===== config.mk =====
export PLATFORM = sky130hd
export DESIGN_NAME = ocl_cell
export DESIGN_NICKNAME = d
export VERILOG_FILES = /design/src/rtl/ocl_pkg.sv /design/src/rtl/ocl_cell.sv
export SDC_FILE = /design/constraint.sdc
export NUM_CORES = 1
export LEC_CHECK = 0
export BUFFER_PORTS_ARGS = -buffer_cell sky130_fd_sc_hd__buf_2
export CAP_MARGIN = 5
export CORE_MARGIN = 3
export CORE_UTILIZATION = 35
export DETAILED_ROUTE_END_ITERATION = 6
export PLACE_DENSITY = 0.8
export SLEW_MARGIN = 20
export SYNTH_ARGS = -nofsm -noshare
export SYNTH_HDL_FRONTEND = slang
export SYNTH_SLANG_ARGS = --single-unit

===== constraint.sdc =====
create_clock -name clk -period 3.58 [get_ports clk]
set_clock_uncertainty 0.2 [all_clocks]
set_input_delay 0.716 -clock clk [delete_from_list [all_inputs] [get_ports clk]]
set_output_delay 0.716 -clock clk [all_outputs]
set_load 0.05 [all_outputs]

===== src/rtl/ocl_pkg.sv =====
package ocl_pkg;

  // List geometry.
  localparam int CAPACITY = 64;
  localparam int CNT_W    = $clog2(CAPACITY + 1);
  localparam int IDX_W    = $clog2(CAPACITY);
  localparam int VAL_W    = 32;

  // Operation codes.
  localparam logic [1:0] OP_APPEND  = 2'd0;
  localparam logic [1:0] OP_PREPEND = 2'd1;
  localparam logic [1:0] OP_REMOVE  = 2'd2;
  localparam logic [1:0] OP_DISPLAY = 2'd3;

  // Status codes.
  localparam logic [1:0] ST_OK        = 2'd0;
  localparam logic [1:0] ST_EMPTY     = 2'd1;
  localparam logic [1:0] ST_NOT_FOUND = 2'd2;
  localparam logic [1:0] ST_FULL      = 2'd3;

  typedef struct packed {
    logic [1:0]              func;
    logic signed [VAL_W-1:0] item_value;
  } in_t;

  typedef struct packed {
    logic [1:0]              status;
    logic signed [VAL_W-1:0] entry_value;
    logic                    last_of_run;
  } out_t;

  // Commands broadcast to every cell of the chain.
  typedef struct packed {
    logic shr;       // take the left neighbor's value (prepend)
    logic rot;       // take the right neighbor's value (ring rotation)
    logic collapse;  // cells at or past the scan token take the right value
    logic step;      // advance the scan token by one cell
    logic clear;     // drop the scan token and the passed marks
  } cell_cmd_t;

endpackage


===== src/rtl/ocl_cell.sv =====
module ocl_cell (
  input  logic                      clk,
  input  logic                      rst_n,
  input  ocl_pkg::cell_cmd_t        cmd,
  input  logic                      load_en,
  input  logic [ocl_pkg::VAL_W-1:0] load_val,
  input  logic [ocl_pkg::VAL_W-1:0] left_val,
  input  logic [ocl_pkg::VAL_W-1:0] right_val,
  input  logic [ocl_pkg::VAL_W-1:0] key,
  input  logic                      tok_in,
  output logic [ocl_pkg::VAL_W-1:0] val,
  output logic                      tok,
  output logic                      match
);
  import ocl_pkg::*;

  logic [VAL_W-1:0] val_r, val_nxt;
  logic             tok_r, tok_nxt;
  logic             passed_r, passed_nxt;

  // Value held by this cell and handed to its neighbors.
  always_comb begin
    val_nxt = val_r;
    if (load_en) begin
      val_nxt = load_val;
    end else if (cmd.shr) begin
      val_nxt = left_val;
    end else if (cmd.rot) begin
      val_nxt = right_val;
    end else if (cmd.collapse && !passed_r) begin
      val_nxt = right_val;
    end
  end

  always_ff @(posedge clk) begin
    val_r <= val_nxt;
  end

  // Scan token moves one cell per step; passed marks the cells behind it.
  always_comb begin
    tok_nxt    = tok_r;
    passed_nxt = passed_r;
    if (cmd.clear) begin
      tok_nxt    = 1'b0;
      passed_nxt = 1'b0;
    end else if (cmd.step) begin
      tok_nxt    = tok_in;
      passed_nxt = passed_r | tok_r;
    end
  end

  always_ff @(posedge clk) begin
    if (!rst_n) begin
      tok_r    <= 1'b0;
      passed_r <= 1'b0;
    end else begin
      tok_r    <= tok_nxt;
      passed_r <= passed_nxt;
    end
  end

  assign val   = val_r;
  assign tok   = tok_r;
  assign match = tok_r && (val_r == key);

endmodule


==> results of run 1 <==
[placed cells by master (no fill, tap or decap)]
cell type and count:
buf_2 170, mux2i_1 33, nand2_1 32, o21ai_0 32, edfxtp_1 32, xor2_1 31, nor4_1 7, clkbuf_8 6
buf_4 3, nand3_1 2, nor3_1 2, nor2_1 2, clkbuf_1 2, dfxtp_1 2, nand4_1 1, xnor2_1 1
nor3_2 1, inv_1 1, o21ai_4 1, nand2b_1 1, a21oi_1 1
[worst max path at each step]
stage,endpoint,slack [ns],cells past startpoint
2_1_floorplan,match,0.71,4
6_report,match,0.59,6
3_5_place_dp,match,0.57,6
4_1_cts,match,0.57,6
5_1_grt,match,0.48,6
3_3_place_gp,match,0.54,6
[final cells by class]
cell class	instances	share of cell area, %
Inverter	1	0.122
Timing Repair Buffer	173	28.5
Clock buffer	8	2.94
Multi-Input combinational cell	147	32.8
Tap cell	72	2.94
Sequential cell	34	32.7
[layer usage]
metal	track usage [%]	share of wire (%)
met3	4.34	9.1
met1	19.5	38
met5	0	0
met4	5.23	1.4
met2	30.8	52
[cells by family (layout without fill, tap and decap cells)]
family          after synthesis  in the layout  synth area share (%)
mux                          33             33                  16.1
compound gates               34             34                  8.28
xor+xnor                     32             32                  13.6
flops                        34             34                  48.7
simple gates                 48             48                  10.4
buf+inv                      12            182                  2.86
[power by group]
group	switching, uW	internal (uW)	leakage, uW	total [uW]
Clock	122	157	0.0000455	279
Combinational	225	128	0.00116	353
Sequential	25.4	479	0.000360	505
[registers in the layout, indices dropped and copies added (netlist names)]
name and cells:
passed_r 1, tok 1, val 32
[through the flow]
stage	util, %	setup slack (ns)
floorplan	-	0.709
global placement	53.0	0.541
detailed placement	53.0	0.575
CTS	54.6	0.575
global route	54.6	0.485
finish	54.6	0.593
==> summary.md, run 1 <==
| Metric | Value |
|---|---|
| CP most frequent cell | buf_2 |
| Design Area, Final | 0.00306 mm2 |
| Crit path cell chain | buf_2, xor2_1, nor4_1, nand4_1, nor3_2, buf_2 |
| Die Y | between 80 and 90 um |
| Crit. Startpoint | key[14] |
| Overflow after GRT | 0 |
| Post-synth top area share | a little under half |
| Register-to-Register Path Depth | 1 |
| Critical path required time | between 2 and 3 ns |
| Tmin final | 2.99 ns |
| Post-CTS setup buffers | 0 |
| WP buf/inv | 2 |
| RR Endpoint | val[11] |
| Asr flop ratio synth | 0% |
| First-pass GRT wire length | 8580 um |
| Syn avg cell area | roughly 11 um2 |
| Hold path depth | 2 |
| Max-Cap Viols | 0 |
| Clock slew seen by the registers of the worst setup and hold paths | ~0.060 ns |
| Fmax | between 300 and 400 MHz |
| Hold Violations, Final | 0 |
| Htree depth | 2 |
| Hold buffer count at cts | 0 |
| Status | completed |
| Worst hold slack | approximately 0.35 ns |
| Post-Syn Nets | 330 |
| Antenna fix cells | 0 |
| Number of port buffers | 170 |
| Overall power | around 1100 uW |
| Worst vdd ir | roughly 0.00013 V |
| Width of the die | between 80 and 90 um |
| Cell area after synthesis | roughly 0.0021 mm2 |
| Total GRT Usage | around 17% |
| I/O Pins | around 170 |
| Die area | 0.00683 mm2 |
| Max Slew Vio Count | 0 |
| Hold endpoint | passed_r |
| EDFF count, synth | 32 |
| Top post-synthesis cells by area | edfxtp_1, mux2i_1, xor2_1 |
| Max stage delay on crit path | ~0.45 ns |
| Root buffer cell | clkbuf_8 |
| PostCTS Resize Cnt | 0 |
| WP data arrival | about 2.1 ns |
| Area growth, synth to finish | 49.1% |
| Total Wirelength | between 5000 and 6000 um |
| Power Density | around 370 mW/mm2 |
| Maximum clock path buffer count | 2 |
| Reg2reg setup slack | roughly 1.9 ns |
| Placed Cells | between 400 and 500 |
| Yosys warns | 0 |
| Routability cong. | around 0.8 |
| Critical Path Source Type | primary input |
| Core area | around 0.0056 mm2 |
| CTS tree | yes |
| Synth cell types | 19 |
| Top FF cell, synth | edfxtp_1 |
| Multi-input logic area | about 0.0010 mm2 |
| Final TNS setup | 0 ns |
| Dominant cell type by area after synthesis | edfxtp_1 |
| Fill count | 516 |
| Num rows | 27 |
| Drc violations | 0 |
| FF+latch count, synth | 34 |
| Post-Layout Cell Count | 435 |
| Initial core utilization | a little over a third |
| Sequential area share after synthesis | between 40% and 50% |
| Setup CP Type | primary input to output port |
| Drt first pass iters | 4 |
| Clk sinks | 34 |
| Largest net degree at the start of global routing | 41 |
| Final setup violation count | 0 |
| Leak | roughly 0.0016 uW |
| Critical path fanouts, max | 1 |
| Register area | roughly 0.001 mm2 |
| Tcrit/Tclk final | between 80% and 90% |
| Worst slew margin | 34.8% |
| Vias post-DR | 2,022 |
| Slew @ Worst Pin | between 0.9 and 1 ns |
| RSZ-0062 raised after global routing | no |
| Reg2reg start | passed_r |
| Top delay family on crit path | simple AND/OR/NAND/NOR gates |
| Antenna Nets Post-Route | 0 |
| HP Class | flop to flop |
| Number of CTS-inserted buffers | 5 |
| Initial antenna violation count | 0 |
| Vias in the first global route | 1,912 |
| Worst-Skew Late Latency | around 0.27 ns |
| Post-synth top cells | mux2i_1, o21ai_0, edfxtp_1, nand2_1, xor2_1 |
| Vias/cell | between 4 and 5 |
| HPWL after detailed placement | 4990 um |
| Initial DRC count | 56 |
| Synth Instances | just under 200 |
| Setup crit end kind | output port |
| Fin nets | between 400 and 500 |
| Post-DP Area | 0.00297 mm2 |
| Routed length per placed instance | 13.7 um |
| Slowest-stage cell, CP | nor4_1 |
| Worst hold start | passed_r |
| Layout cell share with drive strength beyond 1 | between 40% and 50% |
Note: power is estimated with default switching activity, not from simulation.
==> run 2, diff against run 1 <==
Settings changed: CORE_UTILIZATION 35 to 39, PLACE_DENSITY 0.8 to 0.84.
Clock period 3.58 ns to 2.8 ns, I/O delays scaled along.
==> summary.md, run 2 (synthesis results as in run 1) <==
| Metric | Value |
|---|---|
| Clock slew seen by the registers of the worst setup and hold paths | 0.07 ns (about the same) |
| Post-CTS setup buffers | 0 (unchanged) |
| Drt first pass iters | 4 (unchanged) |
| Clk sinks | 34 (unchanged) |
| Final TNS setup | 0 ns (unchanged) |
| Commonest non-fill, non-tap cell in the layout | buf_2 |
| Total GRT Usage | 19.3% (+2.3 points) |
| Number of port buffers | 170 (unchanged) |
| Vias post-DR | 2,077 (+2.7%) |
| Reg2reg start | passed_r |
| Drc violations | 0 (unchanged) |
| Fmax | approximately 380 MHz |
| Critical path required time | 2.04 ns (-0.62 ns) |
| Vias in the first global route | 1,925 (+0.68%) |
| RR Endpoint | val[5] |
| HP Class | primary input to flop |
| Core area | 0.00491 mm2 (-12%) |
| Num rows | 25 (-7.4%) |
| Fin nets | 500 (+0.20%) |
| Hold endpoint | tok |
| Reg2reg setup slack | 1.07 ns (-0.81 ns) |
| Overall power | 1440 uW (+27%) |
| Antenna fix cells | 0 (unchanged) |
| Htree depth | 2 (unchanged) |
| Slew @ Worst Pin | 0.986 ns (+0.0111 ns) |
| Die Y | 78.6 um (-4.9%) |
| Area growth, synth to finish | 49.5% |
| Overflow after GRT | 0 (unchanged) |
| Register-to-Register Path Depth | 1 (unchanged) |
| Multi-input logic area | 0.00102 mm2 (+1.9%) |
| Initial DRC count | 49 (-13%) |
| Die area | 0.00617 mm2 (-9.5%) |
| WP data arrival | 1.88 ns (-0.19 ns) |
| Final setup violation count | 0 (unchanged) |
| I/O Pins | 171 (unchanged) |
| Critical Path Source Type | flop |
| First-pass GRT wire length | 9180 um (+7.0%) |
| Total Wirelength | 6260 um (+5.2%) |
| Tcrit/Tclk final | a little over nine tenths |
| RSZ-0062 raised after global routing | no |
| CTS tree | yes |
| Layout cell share with drive strength beyond 1 | 50.7% (+0.83 points) |
| Initial antenna violation count | 0 (unchanged) |
| Width of the die | 78.6 um (-4.9%) |
| Fill count | 399 (-23%) |
| Leak | 0.00156 uW (about the same) |
| Number of CTS-inserted buffers | 5 (unchanged) |
| Setup crit end kind | output port |
| Worst slew margin | 34.0% (-0.74 points) |
| HPWL after detailed placement | 5120 um (+2.7%) |
| Status | completed |
| Maximum clock path buffer count | 2 (unchanged) |
| Power Density | 470 mW/mm2 (+27%) |
| Setup CP Type | flop to output port |
| Root buffer cell | clkbuf_8 |
| Antenna Nets Post-Route | 0 (unchanged) |
| Vias/cell | 4.83 (+3.9%) |
| Tmin final | 2.64 ns |
| Worst vdd ir | 0.000226 V (+68%) |
| Max-Cap Viols | 0 (unchanged) |
| Max reg flops | 32 (unchanged) |
| Largest net degree at the start of global routing | 65 (+59%) |
| Max Slew Vio Count | 0 (unchanged) |
| Worst-Skew Late Latency | 0.28 ns (about the same) |
| Routability cong. | 0.806 (+0.19%) |
| Hold path depth | 3 (+1) |
| Hold Violations, Final | 0 (unchanged) |
| Critical path fanouts, max | 2 (+1) |
| Register area | 0.00100 mm2 (unchanged) |
| Worst hold start | tok_in |
| Hold buffer count at cts | 0 (unchanged) |
| Most frequent cells in the layout | buf_2, mux2i_1, nand2_1, o21ai_0, edfxtp_1 |
| Post-layout util | 62.5% (+7.9 points) |
| Initial core utilization | 41.8% (+5.2 points) |
| Routed length per placed instance | 14.6 um (+6.4%) |
==> run 2: cell type report <==
cell class / count / share of cell area [%]
Timing Repair Buffer: 174 / 28.7
Clock buffer: 7 / 2.49
Multi-Input combinational cell: 147 / 33.4
Tap cell: 67 / 2.73
Sequential cell: 34 / 32.6
Inverter: 1 / 0.122
==> run 2: how the worst max path moves through the flow <==
stage               cells past startpoint  slack, ns  endpoint    start
floorplan                               4       0.12     match  val[14]
global placement                        6       0.10     match  key[14]
detailed placement                      6       0.09     match  key[27]
CTS                                     5       0.03     match  val[16]
global route                            5       0.02     match  val[14]
finish                                  5       0.16     match  val[29]
==> run 2: worst max-delay path, stage by stage (launching register included) <==
cell      delay (ns)
edfxtp_1        0.42
xor2_1          0.16
nor4_1          0.36
nand4_1         0.15
nor3_2          0.22
buf_2           0.29
==> run 2: power by group <==
group	total, uW	switching, uW	leakage [uW]	internal, uW
Sequential	646	33.1	0.000360	612
Combinational	463	296	0.00116	167
Clock	334	162	0.0000383	171
==> run 2: per-layer routing <==
metal  up-vias  GRT usage, %  share of wire, %  wire length [um]
li1       1027             -                 -                 -
met1       946          22.6                39              2440
met2        98          35.6                53              3320
met3         6          3.56               6.9               431
met4         0          5.42               1.1                70
met5         -             0                 0                 0
==> run 2: timing repair <==
action | 4_1_cts | 5_1_grt
hold endpoints to repair | 0 | 0
endpoints found under the setup margin | 0 | 1
gates resized for setup | 0 | 3
==> run 2: stage by stage <==
step | hold slack (ns) | instances | setup slack (ns) | cell area [um2]
floorplan | 0.237 | 193 | 0.122 | 2050
global placement | 0.329 | 423 | 0.102 | 2980
detailed placement | 0.338 | 423 | 0.0869 | 2980
CTS | 0.340 | 430 | 0.0330 | 3050
global route | 0.349 | 430 | 0.0238 | 3070
finish | 0.350 | 430 | 0.159 | 3070
==> run 3, diff against run 2 <==
Settings changed: ABC_AREA from default to 1, CORE_UTILIZATION 39 to 40, PLACE_DENSITY 0.84 to 0.83.
==> summary.md, run 3 <==
| Metric | Value |
|---|---|
| Status | completed |
| Syn avg cell area | 7.03 um2 (-34%) |
| Root buffer cell | clkbuf_8 |
| Fin nets | 625 (+25%) |
| Synth cell types | 18 (-1) |
| Num rows | 26 (+4.0%) |
| Setup crit end kind | output port |
| Dominant cell type by area after synthesis | edfxtp_1 |
| Vias post-DR | 2,690 (+30%) |
| Final setup violation count | 0 (unchanged) |
| Htree depth | 2 (unchanged) |
| Synth Instances | 322 (+67%) |
| Gate power share | 33.5% (+1.4 points) |
| Number of CTS-inserted buffers | 5 (unchanged) |
| Die area | 0.00659 mm2 (+6.8%) |
| HP Class | primary input to flop |
| HPWL after detailed placement | 5890 um (+15%) |
| PostCTS Resize Cnt | 0 (unchanged) |
| Hold path depth | 3 (unchanged) |
| Final TNS setup | 0 ns (unchanged) |
| Layout cell share with drive strength beyond 1 | 37.4% (-13 points) |
| Worst setup margin | 0.396 ns (+0.237 ns) |
| I/O Pins | 171 (unchanged) |
| Pre-CTS WS | 0.442 ns (+0.355 ns) |
| Asr flop ratio synth | 0% (unchanged) |
| Core area | 0.00530 mm2 (+8.0%) |
| Met1 GRT Util | 24.6% (+2.0 points) |
| Multi-input logic area | 0.00104 mm2 (+1.7%) |
| Routability cong. | 0.776 (-3.7%) |
| Top post-synthesis cells by area | edfxtp_1, nand2_1, a21oi_1 |
| Reg2reg start | passed_r |
| Tcrit/Tclk final | 85.8% (-8.5 points) |
| Width of the die | 81.2 um (+3.3%) |
| Crit path cell chain | nand2_1, o21ai_1, or2_0, nor2_1, nand3_1, nor2_1, buf_2 |
| Post-Syn Nets | 459 (+39%) |
| Die Y | 81.2 um (+3.3%) |
| Critical path fanouts, max | 3 (+1) |
| Hold Violations, Final | 0 (unchanged) |
| Initial antenna violation count | 0 (unchanged) |
| Max reg flops | 32 (unchanged) |
| Clock slew seen by the registers of the worst setup and hold paths | 0.07 ns (about the same) |
| Crit. Startpoint | val[15] |
| Total GRT Usage | 21.9% (+2.7 points) |
| Routed length per placed instance | 13.4 um (-7.8%) |
| Overall power | 1480 uW (+2.4%) |
| Worst slew margin | 60.8% (+27 points) |
| Critical path required time | 2.04 ns (about the same) |
| Vias in the first global route | 2,458 (+28%) |
| Drc violations | 0 (unchanged) |
| Antenna Nets Post-Route | 0 (unchanged) |
| Int Pwr | 945 uW (-0.57%) |
| M3 GR Usage | 6.21% (+2.7 points) |
| FF+latch count, synth | 34 (unchanged) |
| Slowest-stage cell, CP | edfxtp_1 |
| Switch Pwr | 532 uW (+8.2%) |
| Top-count cell post-synth | nand2_1 |
| Commonest non-fill, non-tap cell in the layout | buf_2 |
| GRT met2 Usage | 39.3% (+3.8 points) |
| Slew @ Worst Pin | 0.587 ns (-0.399 ns) |
| First-pass GRT wire length | 10,900 um (+18%) |
| Area growth, synth to finish | 43.0% |
| Post-synth top area share | 42.5% (-4.3 points) |
| RR Endpoint | val[9] |
| Setup CP Type | flop to output port |
| Yosys warns | 0 (unchanged) |
| Maximum clock path buffer count | 2 (unchanged) |
| Post-CTS setup buffers | 0 (unchanged) |
| Clock Power Share | 22.7% (-0.4 points) |
| Hold endpoint | tok |
| Initial core utilization | 42.7% (+0.83 points) |
| Switching portion of total power | 36.0% (+1.9 points) |
| Reg2reg setup slack | 1.37 ns (+0.30 ns) |
| Leak | 0.00175 uW (+12%) |
| Register area | 0.00100 mm2 (unchanged) |
| WP data arrival | 1.64 ns (-0.24 ns) |
| CTS tree | yes |
| Clk sinks | 34 (unchanged) |
| Post-synth top cells | nand2_1, a21oi_1, nor2_1 |
| Sequential area share after synthesis | 44.2% (-4.5 points) |
| Cell area after synthesis | 0.00226 mm2 (+10%) |
| Worst-Skew Late Latency | 0.27 ns (about the same) |
| Antenna fix cells | 0 (unchanged) |
| Critical Path Source Type | flop |
| Worst vdd ir | 0.000296 V (+31%) |
| Number of port buffers | 170 (unchanged) |
| Worst hold start | tok_in |
| Initial DRC count | 129 (+160%) |
| Register-to-Register Path Depth | 2 (+1) |
| Most frequent cells in the layout | buf_2, nand2_1, a21oi_1 |
| GR peak layer | met2 |
| Overflow after GRT | 0 (unchanged) |
| Fill count | 481 (+21%) |
| Power Density | 457 mW/mm2 (-2.8%) |
| EDFF count, synth | 32 (unchanged) |
| Max stage delay on crit path | 0.43 ns (about the same) |
| Top FF cell, synth | edfxtp_1 |
| Hold buffer count at cts | 0 (unchanged) |
| Max Slew Vio Count | 0 (unchanged) |
| Largest net degree at the start of global routing | 33 (-49%) |
| RSZ-0062 raised after global routing | no |
| Fmax | 416 MHz (+9.9%) |
| Vias/cell | 4.81 (-0.37%) |
| CP most frequent cell | nor2_1 |
| Total Wirelength | 7510 um (+20%) |
| Tmin final | 2.40 ns (-0.237 ns) |
| Drt first pass iters | 5 (+1) |
| Flop pwr share | 43.8% (-1.0 points) |
| Max-Cap Viols | 0 (unchanged) |
[run 3: changes by cell type in the layout (fill, tap and decap cells not counted), sizes merged, moves of 7 or more]
cell,previous run,this run
a21oi,1,65
inv,1,40
mux2i,33,1
nand2,32,90
o21ai,33,7
xor2,31,3
nor4,7,0
nor2,2,56
[run 3: power groups by stage]
stage | Combinational [uW] | Clock (uW) | Sequential (uW)
after global routing | 536 | 367 | 653
after floorplan | 156 | 0 | 813
after CTS | 497 | 345 | 647
final | 495 | 335 | 647
after global placement | 486 | 0 | 656
after detailed placement | 496 | 0 | 657
[run 3: cell families (layout without fill, tap and decap cells)]
kind of cell / after synthesis / in the layout / synth area share (%)
compound gates: 73 / 73 / 16.3
simple gates: 151 / 151 / 25.4
mux: 1 / 1 / 0.442
xor+xnor: 9 / 9 / 3.48
flops: 34 / 34 / 44.2
buf+inv: 54 / 221 / 10.2
[run 3: how the worst max path moves through the flow]
| stage | endpoint | slack [ns] | depth (start not counted) |
|---|---|---|---|
| 2_1_floorplan | val[0] | 0.13 | 2 |
| 3_3_place_gp | match | 0.44 | 8 |
| 3_5_place_dp | match | 0.44 | 9 |
| 4_1_cts | match | 0.33 | 7 |
| 5_1_grt | match | 0.20 | 7 |
| 6_report | match | 0.40 | 7 |
[run 3: metal layers]
metal / up-vias / wire length [um]
met3: 10 / 605
met4: 0 / 115
met5: - / 0
met1: 1204 / 3000
met2: 117 / 3790
li1: 1359 / -
[run 3: metrics by stage]
step	util [%]	cells	hold slack, ns	instance area, um2
4_1_cts	61.0	559	0.336	3230
3_3_place_gp	59.5	551	0.313	3150
2_1_floorplan	-	322	0.237	2260
3_5_place_dp	59.5	551	0.337	3150
6_report	61.0	559	0.346	3230
5_1_grt	61.0	559	0.346	3230
[run 3: cell type report]
type,instances,share of cell area [%]
sequential,34,30.9
timing repair buffer,173,27.0
clock buffer,5,2.13
multi-input combinational,234,32.2
tap,70,2.71
clock inverter,3,0.348
inverter,40,4.64
[run 3: worst max-delay path, delay by kind of cell (launching register included)]
kind	cells	cell delay, ns
flip-flops	1	0.43
buffers and inverters	1	0.27
AO/OA/AOI/OAI	1	0.07
AND/OR/NAND/NOR	5	0.60
